## src/hw/rtl/sktl_pkg.sv

```systemverilog
// ----------------------------------------------------------------------------
// sktl_pkg
// types, constants and command codes for the sorted key table leaf
// ----------------------------------------------------------------------------
package sktl_pkg;

    localparam int MAX_ENTRIES = 256;
    localparam int SLOT_BITS   = 16;
    localparam int ADDR_W      = $clog2(MAX_ENTRIES);
    localparam int CNT_W       = $clog2(MAX_ENTRIES + 1);
    localparam int ENTRY_W     = 64 + 32 + SLOT_BITS;

    localparam logic [1:0] CMD_INSERT = 2'd0;
    localparam logic [1:0] CMD_LOOKUP = 2'd1;
    localparam logic [1:0] CMD_REMOVE = 2'd2;
    localparam logic [1:0] CMD_UNUSED = 2'd3;

    localparam logic [1:0] ST_DONE     = 2'd0;
    localparam logic [1:0] ST_FULL     = 2'd1;
    localparam logic [1:0] ST_NOTFOUND = 2'd2;

    typedef struct packed {
        logic [1:0]         cmd;
        logic signed [63:0] search_key;
        logic [31:0]        entry_page_id;
        logic [15:0]        entry_slot_id;
    } req_t;

    typedef struct packed {
        logic [1:0]  status;
        logic [31:0] found_page_id;
        logic [15:0] found_slot_id;
        logic [8:0]  position;
        logic [8:0]  entry_count;
    } rsp_t;

    typedef struct packed {
        logic [ADDR_W-1:0]  rd_addr;
        logic               wr_en;
        logic [ADDR_W-1:0]  wr_addr;
        logic               wr_new;
    } dp_cmd_t;

    typedef struct packed {
        logic               less;
        logic               equal;
    } dp_sts_t;

endpackage

```

## src/hw/rtl/sktl_ctrl.sv

```systemverilog
// ----------------------------------------------------------------------------
// sktl_ctrl
// sequencer: binary search, shift passes and response
// ----------------------------------------------------------------------------
module sktl_ctrl (
    input  logic                aclk,
    input  logic                aresetn,
    input  logic                s_valid,
    output logic                s_ready,
    input  sktl_pkg::req_t      s_data,
    output logic                m_valid,
    input  logic                m_ready,
    output sktl_pkg::rsp_t      m_data,
    output sktl_pkg::req_t      req,
    output sktl_pkg::dp_cmd_t   cmd,
    input  sktl_pkg::dp_sts_t   sts,
    input  logic [31:0]         rd_page,
    input  logic [15:0]         rd_slot
);
    localparam int CW = sktl_pkg::CNT_W;
    localparam int AW = sktl_pkg::ADDR_W;

    typedef enum logic [2:0] {
        IDLE, SRCH_RD, SRCH_CMP, HIT_RD, HIT_CHK, SHIFT_RD, SHIFT_WR, RESP
    } state_t;

    state_t          state_reg;
    logic [CW-1:0]   count_reg, lo_reg, hi_reg, idx_reg;
    sktl_pkg::req_t  req_reg;
    sktl_pkg::rsp_t  rsp_reg;
    logic [CW:0]     mid_sum;
    logic [CW-1:0]   mid;
    logic            hit;
    logic [1:0]      chk_status;
    logic [31:0]     chk_page;
    logic [15:0]     chk_slot;
    logic [CW-1:0]   chk_count, chk_idx;
    state_t          chk_state;

    assign mid_sum = {1'b0, lo_reg} + {1'b0, hi_reg};
    assign mid     = mid_sum[CW:1];
    assign req     = req_reg;
    assign s_ready = (state_reg == IDLE) && !m_valid;
    assign m_valid = (state_reg == RESP);
    assign m_data  = rsp_reg;
    assign hit     = (lo_reg < count_reg) && sts.equal;

    always_comb begin
        cmd = '0;
        case (state_reg)
            SRCH_RD:  cmd.rd_addr = mid[AW-1:0];
            HIT_RD:   cmd.rd_addr = lo_reg[AW-1:0];
            SHIFT_RD: begin
                if (req_reg.cmd == sktl_pkg::CMD_INSERT) begin
                    cmd.rd_addr = AW'(idx_reg - 1'b1);
                end else begin
                    cmd.rd_addr = AW'(idx_reg + 1'b1);
                end
            end
            SHIFT_WR: begin
                cmd.wr_en   = 1'b1;
                cmd.wr_addr = idx_reg[AW-1:0];
                cmd.wr_new  = (req_reg.cmd == sktl_pkg::CMD_INSERT) && (idx_reg == lo_reg);
            end
            default: ;
        endcase
    end

    // outcome of the search, taken in HIT_CHK
    always_comb begin
        chk_status = sktl_pkg::ST_DONE;
        chk_page   = '0;
        chk_slot   = '0;
        chk_count  = count_reg;
        chk_idx    = lo_reg;
        chk_state  = RESP;
        case (req_reg.cmd)
            sktl_pkg::CMD_INSERT: begin
                if (count_reg == CW'(sktl_pkg::MAX_ENTRIES)) begin
                    chk_status = sktl_pkg::ST_FULL;
                end else begin
                    chk_idx   = count_reg;
                    chk_count = count_reg + 1'b1;
                    chk_state = (count_reg == lo_reg) ? SHIFT_WR : SHIFT_RD;
                end
            end
            sktl_pkg::CMD_LOOKUP: begin
                if (hit) begin
                    chk_page = rd_page;
                    chk_slot = rd_slot;
                end else begin
                    chk_status = sktl_pkg::ST_NOTFOUND;
                end
            end
            sktl_pkg::CMD_REMOVE: begin
                if (hit) begin
                    chk_count = count_reg - 1'b1;
                    chk_state = (lo_reg + 1'b1 < count_reg) ? SHIFT_RD : RESP;
                end else begin
                    chk_status = sktl_pkg::ST_NOTFOUND;
                end
            end
            default: ;
        endcase
    end

    always_ff @(posedge aclk) begin
        if (!aresetn) begin
            state_reg <= IDLE;
            count_reg <= '0;
        end else begin
            case (state_reg)
                IDLE: begin
                    if (s_valid) begin
                        req_reg   <= s_data;
                        lo_reg    <= '0;
                        hi_reg    <= count_reg;
                        state_reg <= (count_reg == '0) ? HIT_CHK : SRCH_RD;
                    end
                end
                SRCH_RD:  state_reg <= SRCH_CMP;
                SRCH_CMP: begin
                    if (sts.less) begin
                        lo_reg <= mid + 1'b1;
                        state_reg <= (mid + 1'b1 < hi_reg) ? SRCH_RD : HIT_RD;
                    end else begin
                        hi_reg <= mid;
                        state_reg <= (lo_reg < mid) ? SRCH_RD : HIT_RD;
                    end
                end
                HIT_RD:   state_reg <= HIT_CHK;
                HIT_CHK: begin
                    rsp_reg   <= '{chk_status, chk_page, chk_slot, 9'(lo_reg), 9'(chk_count)};
                    idx_reg   <= chk_idx;
                    count_reg <= chk_count;
                    state_reg <= chk_state;
                end
                SHIFT_RD: state_reg <= SHIFT_WR;
                SHIFT_WR: begin
                    if (req_reg.cmd == sktl_pkg::CMD_INSERT) begin
                        if (idx_reg == lo_reg) begin
                            state_reg <= RESP;
                        end else begin
                            idx_reg   <= idx_reg - 1'b1;
                            state_reg <= (idx_reg - 1'b1 == lo_reg) ? SHIFT_WR : SHIFT_RD;
                        end
                    end else begin
                        idx_reg   <= idx_reg + 1'b1;
                        state_reg <= (idx_reg + 2'd2 < count_reg + 1'b1) ? SHIFT_RD : RESP;
                    end
                end
                RESP: if (m_ready) state_reg <= IDLE;
                default: state_reg <= IDLE;
            endcase
        end
    end

    a_count_range: assert property (@(posedge aclk) disable iff (!aresetn)
        count_reg <= CW'(sktl_pkg::MAX_ENTRIES)) else $error("count overflow");
    a_search_bounds: assert property (@(posedge aclk) disable iff (!aresetn)
        (state_reg == SRCH_RD) |-> (lo_reg < hi_reg && hi_reg <= count_reg))
        else $error("search window broken");
    a_resp_holds: assert property (@(posedge aclk) disable iff (!aresetn)
        (m_valid && !m_ready) |=> (m_valid && $stable(rsp_reg)))
        else $error("response changed while stalled");
endmodule

```

## config.mk

```make
export PLATFORM = sky130hd
export DESIGN_NAME = sktl_ctrl
export DESIGN_NICKNAME = d
export VERILOG_FILES = /design/src/hw/rtl/sktl_pkg.sv /design/src/hw/rtl/sktl_ctrl.sv
export SDC_FILE = /design/constraint.sdc
export NUM_CORES = 1
export LEC_CHECK = 0
export ABC_AREA = 1
export BUFFER_PORTS_ARGS = -buffer_cell sky130_fd_sc_hd__buf_2
export CAP_MARGIN = 30
export CELL_PAD_IN_SITES_DETAIL_PLACEMENT = 1
export CELL_PAD_IN_SITES_GLOBAL_PLACEMENT = 1
export CORE_MARGIN = 2
export CORE_UTILIZATION = 35
export CTS_CLUSTER_DIAMETER = 40
export CTS_CLUSTER_SIZE = 24
export DETAILED_ROUTE_END_ITERATION = 10
export GPL_TIMING_DRIVEN = 0
export MAX_ROUTING_LAYER = met4
export PLACE_DENSITY = 0.89
export SYNTH_ARGS = -nofsm -noshare
export SYNTH_HDL_FRONTEND = slang
export SYNTH_SLANG_ARGS = --single-unit
```

## constraint.sdc

```tcl
create_clock -name aclk -period 12.24 [get_ports aclk]
set_clock_uncertainty 0.15 [all_clocks]
set_input_delay 0.612 -clock aclk [delete_from_list [all_inputs] [get_ports aclk]]
set_output_delay 0.612 -clock aclk [all_outputs]
set_load 0.1 [all_outputs]
```

### After elaboration in Yosys (flattened, before gate mapping)

Cells that the tools add are included.

* logic and storage cells: 98
* output and inout port bits: 202
* flip-flop bits (word level): 221
* bits of input ports: 168

* add/subtract/negate cells: 8
* equal/unequal tests: 18
* reduce and logical (&&, ||, !) cells: 17
* multiplexer cells: 36
* magnitude comparators: 5

Operators by type and width (count)
* 2-to-1 mux 9 bit: 10
* case mux 9 bit (2 select lines): 4
* less-than comparator 9 bit: 5
* adder 9 x 1 -> 9 bit (second input constant): 4
* == test 9 bit: 3
* case mux 3 bit (8 select lines): 1
* case mux 8 bit (3 select lines): 1
* 2-to-1 mux 2 bit: 11
* subtractor 9 x 1 -> 9 bit (second input constant): 2
* == test 3 bit (second input constant): 4
* 2-to-1 mux 3 bit: 4
* adder 9 x 9 -> 10 bit: 1
* 2-to-1 mux 10 bit: 1
* adder 9 x 2 -> 9 bit (second input constant): 1
* == test 9 bit (second input constant): 1
* zero test 9 bit: 1
* 2-to-1 mux 8 bit: 1
* case mux 2 bit (2 select lines): 2
* AND reduction 4 bit: 2
* == test 3 x 2 -> 1 bit (second input constant): 2
* != test 2 bit (second input constant): 3
* AND reduction 2 bit: 3
* AND reduction 3 bit: 2
* nonzero test 2 bit: 2
* other kinds (11): 13

### Logic depth before layout (Yosys ltp)

Gate-level depths: netlist (run 1).

* word-level depth: 6
* mapped depth: 24
* gate-level depth less buffers: 24

### Worst setup path after synthesis (run 1)

No wires, ideal clock.

* path type: input to register
* start: input aresetn
* end: register req_reg, in the netlist req[0] (enable)
* data required time: 11223 ps
* arrival time: 11652 ps
* setup time: 867 ps
* stages on the path: 3
* buffers on the path: 1
* path slack: -429 ps
* cell sequence: inv_1 clkbuf_1 nor4_1

* longest elaborated chain between the ends: 1

Ends and longest elaborated chain
* start: declaration: RTL line sktl_ctrl.sv:7 `input logic aresetn,`
* AND reduction 3 bit (no line)
* end signal: assignment: RTL line sktl_ctrl.sv:115 `req_reg <= s_data;`
* end: declaration: RTL line sktl_ctrl.sv:29 `sktl_pkg::req_t req_reg;`

No other way between the ends.
A chain may end at the register's enable or synchronous reset.

### Final worst setup path (run 1)

* start: register lo_reg[1]
* end: register state_reg[1]

* longest elaborated chain between the ends: 6
* elaborated cells on any way between the ends: 23

Ends and longest elaborated chain
* start: declaration: RTL line sktl_ctrl.sv:28 `logic [CW-1:0] count_reg, lo_reg, hi_reg, idx_reg;`
* start signal: assignment: RTL line sktl_ctrl.sv:124 `lo_reg <= mid + 1'b1;`
* adder 9 x 9 -> 10 bit or adder 9 x 1 -> 9 bit (tied branches): RTL line sktl_ctrl.sv:40, sktl_ctrl.sv:98
* adder 9 x 1 -> 9 bit or less-than comparator 9 bit (tied branches): RTL line sktl_ctrl.sv:125, sktl_ctrl.sv:98
* less-than comparator 9 bit or 2-to-1 mux 2 bit (tied branches): RTL line sktl_ctrl.sv:125, sktl_ctrl.sv:98
* 2-to-1 mux 2 bit (on tied branches): RTL line sktl_ctrl.sv:125, sktl_ctrl.sv:96
* 2-to-1 mux 2 bit or case mux 2 bit (2 select lines) (tied branches): RTL line sktl_ctrl.sv:123, sktl_ctrl.sv:77
* case mux 3 bit (8 select lines) (*): RTL line sktl_ctrl.sv:112 `case (state_reg)`
* end signal: assignment: RTL line sktl_ctrl.sv:118 `state_reg <= (count_reg == '0) ? HIT_CHK : SRCH_RD;`
* end signal: assignment: RTL line sktl_ctrl.sv:125 `state_reg <= (mid + 1'b1 < hi_reg) ? SRCH_RD : HIT_RD;`
* end signal: assignment: RTL line sktl_ctrl.sv:128 `state_reg <= (lo_reg < mid) ? SRCH_RD : HIT_RD;`
* end: declaration: RTL line sktl_ctrl.sv:27 `state_t state_reg;`

Mark *: on every way between the ends. The rest lies on a longest branch, timed or not.

==> results of run 1 <==
[final cells by class]
class / count / area (sq um) / share of cell area, %
Buffer: 22 / 93.8 / 0.640
Tap cell: 396 / 495 / 3.38
Inverter: 173 / 649 / 4.43
Multi-Input combinational cell: 638 / 3680 / 25.1
Clock buffer: 41 / 908 / 6.20
Timing Repair Buffer: 380 / 1990 / 13.6
Sequential cell: 221 / 6520 / 44.5
Antenna cell: 15 / 37.5 / 0.256
Clock inverter: 23 / 274 / 1.87
[critical path, cell delays in order (launching register included)]
cell and delay, ns:
sky130_fd_sc_hd__edfxtp_1 0.64, sky130_fd_sc_hd__inv_1 0.19, sky130_fd_sc_hd__fa_1 0.53, sky130_fd_sc_hd__xnor2_1 0.47
sky130_fd_sc_hd__ha_1 0.30, sky130_fd_sc_hd__nand2_2 0.10, sky130_fd_sc_hd__nor2_4 0.16, sky130_fd_sc_hd__nand2_2 0.08
sky130_fd_sc_hd__nor2_2 0.10, sky130_fd_sc_hd__xor2_1 0.22, sky130_fd_sc_hd__inv_1 0.08, sky130_fd_sc_hd__ha_1 0.31
sky130_fd_sc_hd__a21oi_1 0.17, sky130_fd_sc_hd__o21a_1 0.13, sky130_fd_sc_hd__nand3_1 0.11, sky130_fd_sc_hd__o21ai_0 0.19
sky130_fd_sc_hd__inv_1 0.06, sky130_fd_sc_hd__a21oi_1 0.14, sky130_fd_sc_hd__nand3_1 0.10, sky130_fd_sc_hd__nand2_1 0.07
sky130_fd_sc_hd__inv_1 0.03
[how the worst min path moves through the flow]
| stage | startpoint | endpoint | slack, ns | cells past startpoint |
|---|---|---|---|---|
| floorplan | lo_reg[2] | m_data[11] | 0.36 | 0 |
| global placement | state_reg[2] | state_reg[2] | 0.49 | 3 |
| detailed placement | lo_reg[2] | m_data[11] | 0.50 | 0 |
| CTS | s_data[53] | req[53] | 0.09 | 1 |
| global route | s_data[53] | req[53] | 0.09 | 1 |
| finish | s_data[95] | req[95] | 0.11 | 1 |
[per-layer routing]
| layer | wire length (um) | vias up | global-route usage [%] |
|---|---|---|---|
| li1 | - | 4380 | - |
| met1 | 14400 | 4684 | 25.4 |
| met2 | 21300 | 382 | 43.9 |
| met3 | 2370 | 112 | 4.71 |
| met4 | 1940 | 0 | 11.3 |
| met5 | 0 | - | - |
[through the flow]
stage	hold slack [ns]	utilization, %	instances	instance area [sq um]
after CTS	0.0903	47.7	1894	14600
after detailed placement	0.495	43.8	1830	13400
after global routing	0.0889	47.8	1909	14700
after floorplan	0.360	-	1054	10900
after global placement	0.485	43.3	1819	13300
final	0.107	47.8	1909	14700
[synth_stat cells, drive strengths merged (4+ instances only)]
master / count
nor2: 139
a21oi: 35
xor2: 35
edfxtp: 209
clkbuf: 12
nor3: 14
ha: 62
nand2: 199
o211ai: 11
inv: 172
o221ai: 7
dfxtp: 12
xnor2: 4
nand3: 43
nand4: 8
buf: 10
o22ai: 4
o21ai: 53
a31oi: 4
[cells in the final DEF, fill, tap and decap left out, drive strengths merged]
cell / instances
mux2i: 1
diode: 15
o21ai: 53
nand2: 199
a21oi: 35
xnor2: 4
a31o: 1
o32ai: 1
clkinv: 12
nand4: 8
fa: 1
or3: 1
nand3b: 3
or2: 3
dfxtp: 12
nor3: 14
nor2: 139
clkinvlp: 4
o21a: 2
o221ai: 7
clkbuf: 53
o211ai: 11
inv: 176
bufinv: 4
o22ai: 4
o21bai: 1
xor2: 35
nand3: 43
a22oi: 3
edfxtp: 209
a21o: 2
ha: 62
nor4: 1
a31oi: 4
buf: 390
[report_power, final]
group / switching [mW] / total (mW) / internal (mW)
registers: 0.0983 / 1.09 / 0.997
logic: 1.49 / 1.95 / 0.453
clock network: 0.375 / 1.00 / 0.625
[logic make-up after synthesis]
kind of cell / after synthesis / synth area share (%)
DFF: 221 / 59.7
AOI/OAI and AO/OA: 124 / 6.66
muxes: 1 / 0.0917
and+or+nand+nor: 411 / 15.9
xor gates and xnor gates: 39 / 3.64
adders and majority gates: 63 / 7.29
buffers and inverters: 195 / 6.80
==> results.md, run 1 <==
* Result of the run: finished, final reports clean
* Max-Cap Viols at 0
* Num rows at 64
* Wire length of the first global-routing pass at 58300 um
* Count of TritonRoute iterations in the first routing pass at 5
* Layout area overhead at 34.2%
* Cts repair resizes at 0
* TritonCTS buffer count at 35
* Number of nets still failing antenna checks after routing at 0
* Maximum vdd drop at 0.178 mV
* Reg2reg start: lo_reg[1]
* Gr usage total at 24.3%
* Via density per instance at 5.01
* Worst slew pin tran at 0.937 ns
* Min Clock Period, post-route at 4.42 ns
* Tcrit/Tclk final at 36.1%
* Worst skew pair latency at 0.52 ns
* Worst relative slew slack at 37.3%
* Total wire length at 40100 um
* Die area at 0.0326 sq mm
* Number of buffer cells added on primary ports at 369
* Number of cells on the worst reg-to-reg path at 20
* Highest Clock Rate at 0.226 GHz
* Via total after detailed routing at 9558
* Vert. Die Dim at 181 um
* Max-slew violation count at 0
* DP Wirelength at 31000 um
* Placeable core region at 0.0307 sq mm
* Average detailed-routed wire length per instance at 21.0 um
* Top-area cell type share of the netlist area at 57.5%
* Share of synthesized area occupied by flip-flops and latches at 59.7%
* Source of the critical timing path: lo_reg[1]
* Number of flip-flops in the largest register at 114
* Worst reg2reg path endpoint: state_reg[1]
* Number of DRC markers in iteration 0 at 620
* Largest net degree at the start of global routing at 31
* Setup fix buffers added after clock tree synthesis at 0
* Post-Syn Nets at 1285
* Number of failing setup endpoints in the final timing report at 0
* Fraction of final layout cells sized beyond drive strength 1 at 32.0%
* Clock root cell: sky130_fd_sc_hd__clkbuf_16
* Drt drc at 0
* Number of synthesized flops with an enable pin at 209
* Biggest area consumer among synthesized cells: sky130_fd_sc_hd__edfxtp_1
* Kind of critical path: reg2reg
* Clock Sink Count at 221
* Number of nets in the layout at 1702
* Synthesized instance count at 1054
* Horizontal extent of the die at 181 um
* Worst setup slack after layout at 7.82 ns
* Avg Inst Size Synth at 10.4 sq um
* Required time of the critical path at 12.51 ns
* Number of ports placed on the die boundary at 370
* Synth warnings at 0
* Clock slew at the register clock pins of the worst setup and hold paths at 0.06 ns
* Critical Path Sink Type: flop
* Static leakage power at 6.75 nW
* FILL cells at 3555
* GRT overflow at 0
* Termination of the worst setup path: state_reg[1]
* Highest net fanout along the worst path at 10
* Gpl congestion at 0.901
* RSZ-0062 raised after global routing: no
* Synth top area cells: sky130_fd_sc_hd__edfxtp_1, sky130_fd_sc_hd__ha_1, sky130_fd_sc_hd__nand2_1, sky130_fd_sc_hd__inv_1, sky130_fd_sc_hd__nor2_1
* Depth of the CTS H-tree at 2
* Pwr Density at 276 mW/mm^2
* Number of antenna violations at the first check in global routing at 15
* Type of the tightest min-delay check: in2reg
* Worst R2R Setup Slack at 7.82 ns
* Number of global-route vias before repair at 9943
* Final setup TNS at 0 ns
* Clock tree buffer depth at 3
* Unique cell type count in the Yosys netlist at 47
* Netlist Area Pre-Place at 0.0109 sq mm
* CTS tree: built
* CP arrival at 4.69 ns
* Flop and latch count out of synthesis at 221
* Startpoint types: flop
* Setup Slack @ Placement at 7.99 ns
* Share of synthesized flip-flops with an asynchronous set or reset at 0%
* Post-layout total power at 4.04 mW
* Most common flop cell mapped by yosys: sky130_fd_sc_hd__edfxtp_1
* Hold Buf Count CTS at 0
* Final count of hold timing violations at 0
* Initial standard-cell utilization of the core at 35.6%
Note: power is estimated with default switching activity, not from simulation.
==> inputs of run 2 (changes only) <==
- ABC_AREA: 1 -> 0
- PLACE_DENSITY: 0.89 -> 0.87
- clock period: 12.24 -> 3.6 ns (I/O delays scaled with it)
==> run 2 against run 1 <==
Against the previous run: the flow now finishes with violations (setup timing); fmax up 16%; clock-buffer cell count up 1; cell count up 1.0%.
==> results.md, run 2 <==
* Result of the run: finished with violations
* Violated checks: setup timing
* Depth of the worst hold-timing path at 3
* Total wire length at 51400 um
* Number of ports placed on the die boundary at 370
* Netlist Area Pre-Place at 0.0108 sq mm
* Biggest area consumer among synthesized cells: sky130_fd_sc_hd__edfxtp_1
* Main combinational cell family by area after synthesis: simple AND/OR/NAND/NOR gates
* TritonCTS buffer count at 39
* Via total after detailed routing at 10600
* Static leakage power at 7.10 nW
* Pwr Density at 792 mW/mm^2
* Highest Clock Rate at 0.263 GHz
* Compound-cell area share of the yosys netlist at 10.1%
* Worst setup slack after layout at -0.208 ns
* Xor/xnor share of the synthesized area at 4.30%
* Synth top area cells: sky130_fd_sc_hd__edfxtp_1, sky130_fd_sc_hd__ha_1, sky130_fd_sc_hd__and3_1, sky130_fd_sc_hd__xnor2_1, sky130_fd_sc_hd__a21oi_1
* Worst reg2reg path endpoint: state_reg[1]
* Number of antenna violations at the first check in global routing at 11
* Worst hold path endpoint: hi_reg[7]
* CP arrival at 4.03 ns
* Placeable core region at 0.0305 sq mm
* Synth warnings at 0
* Type of the tightest min-delay check: in2reg
* Worst R2R Setup Slack at -0.21 ns
* Die area at 0.0323 sq mm
* Clock slew at the register clock pins of the worst setup and hold paths at 0.05 ns
* Kind of critical path: reg2reg
* Maximum vdd drop at 0.795 mV
* Via density per instance at 5.52
* Gpl congestion at 0.962
* Average detailed-routed wire length per instance at 26.6 um
* Largest net degree at the start of global routing at 49
* Number of flip-flops in the largest register at 114
* Number of synthesized flops with an enable pin at 209
* Horizontal extent of the die at 180 um
* Final count of hold timing violations at 0
* Most common flop cell mapped by yosys: sky130_fd_sc_hd__edfxtp_1
* Vert. Die Dim at 180 um
* Number of cells on the worst reg-to-reg path at 12
* Count of TritonRoute iterations in the first routing pass at 5
* Num rows at 64
* Reg2reg start: lo_reg[2]
* Synthesized instance count at 889
* Number of failing setup endpoints in the final timing report at 2
* Tcrit/Tclk final at 106%
* Number of buffer cells added on primary ports at 368
* Worst skew pair latency at 0.52 ns
* Highest net fanout along the worst path at 10
* RSZ-0062 raised after global routing: yes
* Most frequent cells after synthesis: sky130_fd_sc_hd__edfxtp_1, sky130_fd_sc_hd__and3_1, sky130_fd_sc_hd__ha_1, sky130_fd_sc_hd__nand2_1, sky130_fd_sc_hd__a21oi_1
* Avg Inst Size Synth at 12.1 sq um
* Unique cell type count in the Yosys netlist at 73
* Critical Path Sink Type: flop
* Post-Syn Nets at 1120
* Clock root cell: sky130_fd_sc_hd__clkbuf_16
* Number of DRC markers in iteration 0 at 983
* Clock tree buffer depth at 3
* Worst slew pin tran at 0.955 ns
* Fraction of final layout cells sized beyond drive strength 1 at 35.6%
* Clock Sink Count at 221
* Startpoint types: flop
* Max-slew violation count at 0
* Initial standard-cell utilization of the core at 35.4%
* Top-area cell type share of the netlist area at 58.1%
* Setup Slack @ Placement at -0.809 ns
* DP Wirelength at 31400 um
* Wire length of the first global-routing pass at 73500 um
* Hold_sp: s_valid
* Share of synthesized flip-flops with an asynchronous set or reset at 0%
* Number of nets in the layout at 1724
* Share of synthesized area occupied by flip-flops and latches at 60.4%
* Worst relative slew slack at 35.8%
* Most common cell after layout, fill and taps aside: sky130_fd_sc_hd__buf_2
* GRT overflow at 0
* Mux cell area share after synthesis at 0.0927%
* Flop and latch count out of synthesis at 221
* Depth of the CTS H-tree at 2
* Post-synthesis share of cell area spent on full adders, half adders and majority gates at 7.46%
* Drt drc at 0
* Number of global-route vias before repair at 11100
* Required time of the critical path at 3.83 ns
* Simple-gate area share of the yosys netlist at 14.1%
* CTS tree: built
* Number of nets still failing antenna checks after routing at 0
* Min Clock Period, post-route at 3.81 ns
* Final-layout worst hold slack at 0.0390 ns
* Most used standard cell by instance count after synthesis: sky130_fd_sc_hd__edfxtp_1
* Gr usage total at 31.2%
* Max-Cap Viols at 0
* Top library cells by usage in the layout, fill and taps aside: sky130_fd_sc_hd__buf_2, sky130_fd_sc_hd__edfxtp_1, sky130_fd_sc_hd__dlygate4sd3_1
* Layout area overhead at 55.6%
-- run 2: cell types whose count changed after synthesis, moves of 16 or more --
| cell | delta |
|---|---|
| sky130_fd_sc_hd__nand2_1 | -129 |
| sky130_fd_sc_hd__inv_1 | -124 |
| sky130_fd_sc_hd__nor2_1 | -82 |
| sky130_fd_sc_hd__and3_1 | +62 |
| sky130_fd_sc_hd__clkbuf_1 | +35 |
| sky130_fd_sc_hd__xnor2_1 | +27 |
| sky130_fd_sc_hd__and2_1 | +21 |
| sky130_fd_sc_hd__a21oi_1 | +18 |
| sky130_fd_sc_hd__nand3_1 | -16 |
-- run 2: final cells by class --
| type | instances | area [sq um] |
|---|---|---|
| Sequential cell | 221 | 6520 |
| Timing Repair Buffer | 566 | 3810 |
| Tap cell | 396 | 495 |
| Clock inverter | 27 | 292 |
| Clock buffer | 42 | 997 |
| Buffer | 52 | 256 |
| Inverter | 42 | 158 |
| Fill cell | 3279 | 13700 |
| Multi-Input combinational cell | 571 | 4250 |
| Antenna cell | 12 | 30.0 |
-- run 2: critical path, stage by stage, from the launching register on --
cell and delay [ns]:
sky130_fd_sc_hd__edfxtp_1 0.43, sky130_fd_sc_hd__buf_4 0.17, sky130_fd_sc_hd__clkbuf_2 0.28, sky130_fd_sc_hd__nand3_1 0.19, sky130_fd_sc_hd__nor3_1 0.38, sky130_fd_sc_hd__and3_1 0.26, sky130_fd_sc_hd__xor2_1 0.19, sky130_fd_sc_hd__ha_1 0.30
sky130_fd_sc_hd__a21o_1 0.20, sky130_fd_sc_hd__a21oi_1 0.19, sky130_fd_sc_hd__a311oi_1 0.16, sky130_fd_sc_hd__a2111oi_0 0.61, sky130_fd_sc_hd__o221ai_2 0.15
-- run 2: what timing repair did --
action / CTS / global route
endpoints found under the setup margin: 74 / 18
pin swaps: 8 / 19
hold buffers: 164 / 0
hold endpoints to repair: 165 / 0
gates resized for setup: 41 / 44
buffers inserted: 8 / 20
-- run 2: layer usage --
layer  global-route usage [%]  vias up  share of wire [%]
li1                         -     4530                  -
met3                     7.25      186                8.8
met2                     52.2      661                 50
met4                     14.4        0                5.3
met1                     35.4     5263                 36
met5                        -        -                  0
-- run 2: kinds of logic (layout without fill, tap and decap cells) --
| group | Yosys count | after routing |
|---|---|---|
| muxes | 1 | 1 |
| other | 0 | 12 |
| and+or+nand+nor | 288 | 288 |
| xor gates and xnor gates | 53 | 53 |
| buffers and inverters | 97 | 729 |
| DFF | 221 | 221 |
| AOI/OAI and AO/OA | 165 | 165 |
| adders and majority gates | 64 | 64 |
-- run 2: through the flow --
stage          area (sq um)  util [%]  TNS (ns)  power, mW  instances
4_1_cts               16400      53.9  -0.00365       12.7       1897
6_report              16800      55.1    -0.272       13.3       1929
3_3_place_gp          13200      43.1   -130.42       8.38       1653
5_1_grt               16800      55.1    -0.619       13.7       1928
3_5_place_dp          13300      43.5    -19.96       8.57       1658
2_1_floorplan         10800         -         0       7.29        889
-- run 2: how the worst max path moves through the flow --
stage,start,endpoint,cells after the start
floorplan,state_reg[2],count_reg[5],7
global placement,state_reg[2],count_reg[5],7
detailed placement,lo_reg[1],state_reg[1],15
CTS,lo_reg[1],state_reg[1],15
global route,lo_reg[2],state_reg[1],14
finish,lo_reg[2],state_reg[1],12
-- run 2: power breakdown --
group / internal [mW] / switching [mW] / total [mW]
registers: 3.29 / 0.200 / 3.49
clock network: 2.31 / 1.42 / 3.73
logic: 1.72 / 4.37 / 6.09
total: 7.32 / 5.98 / 13.3
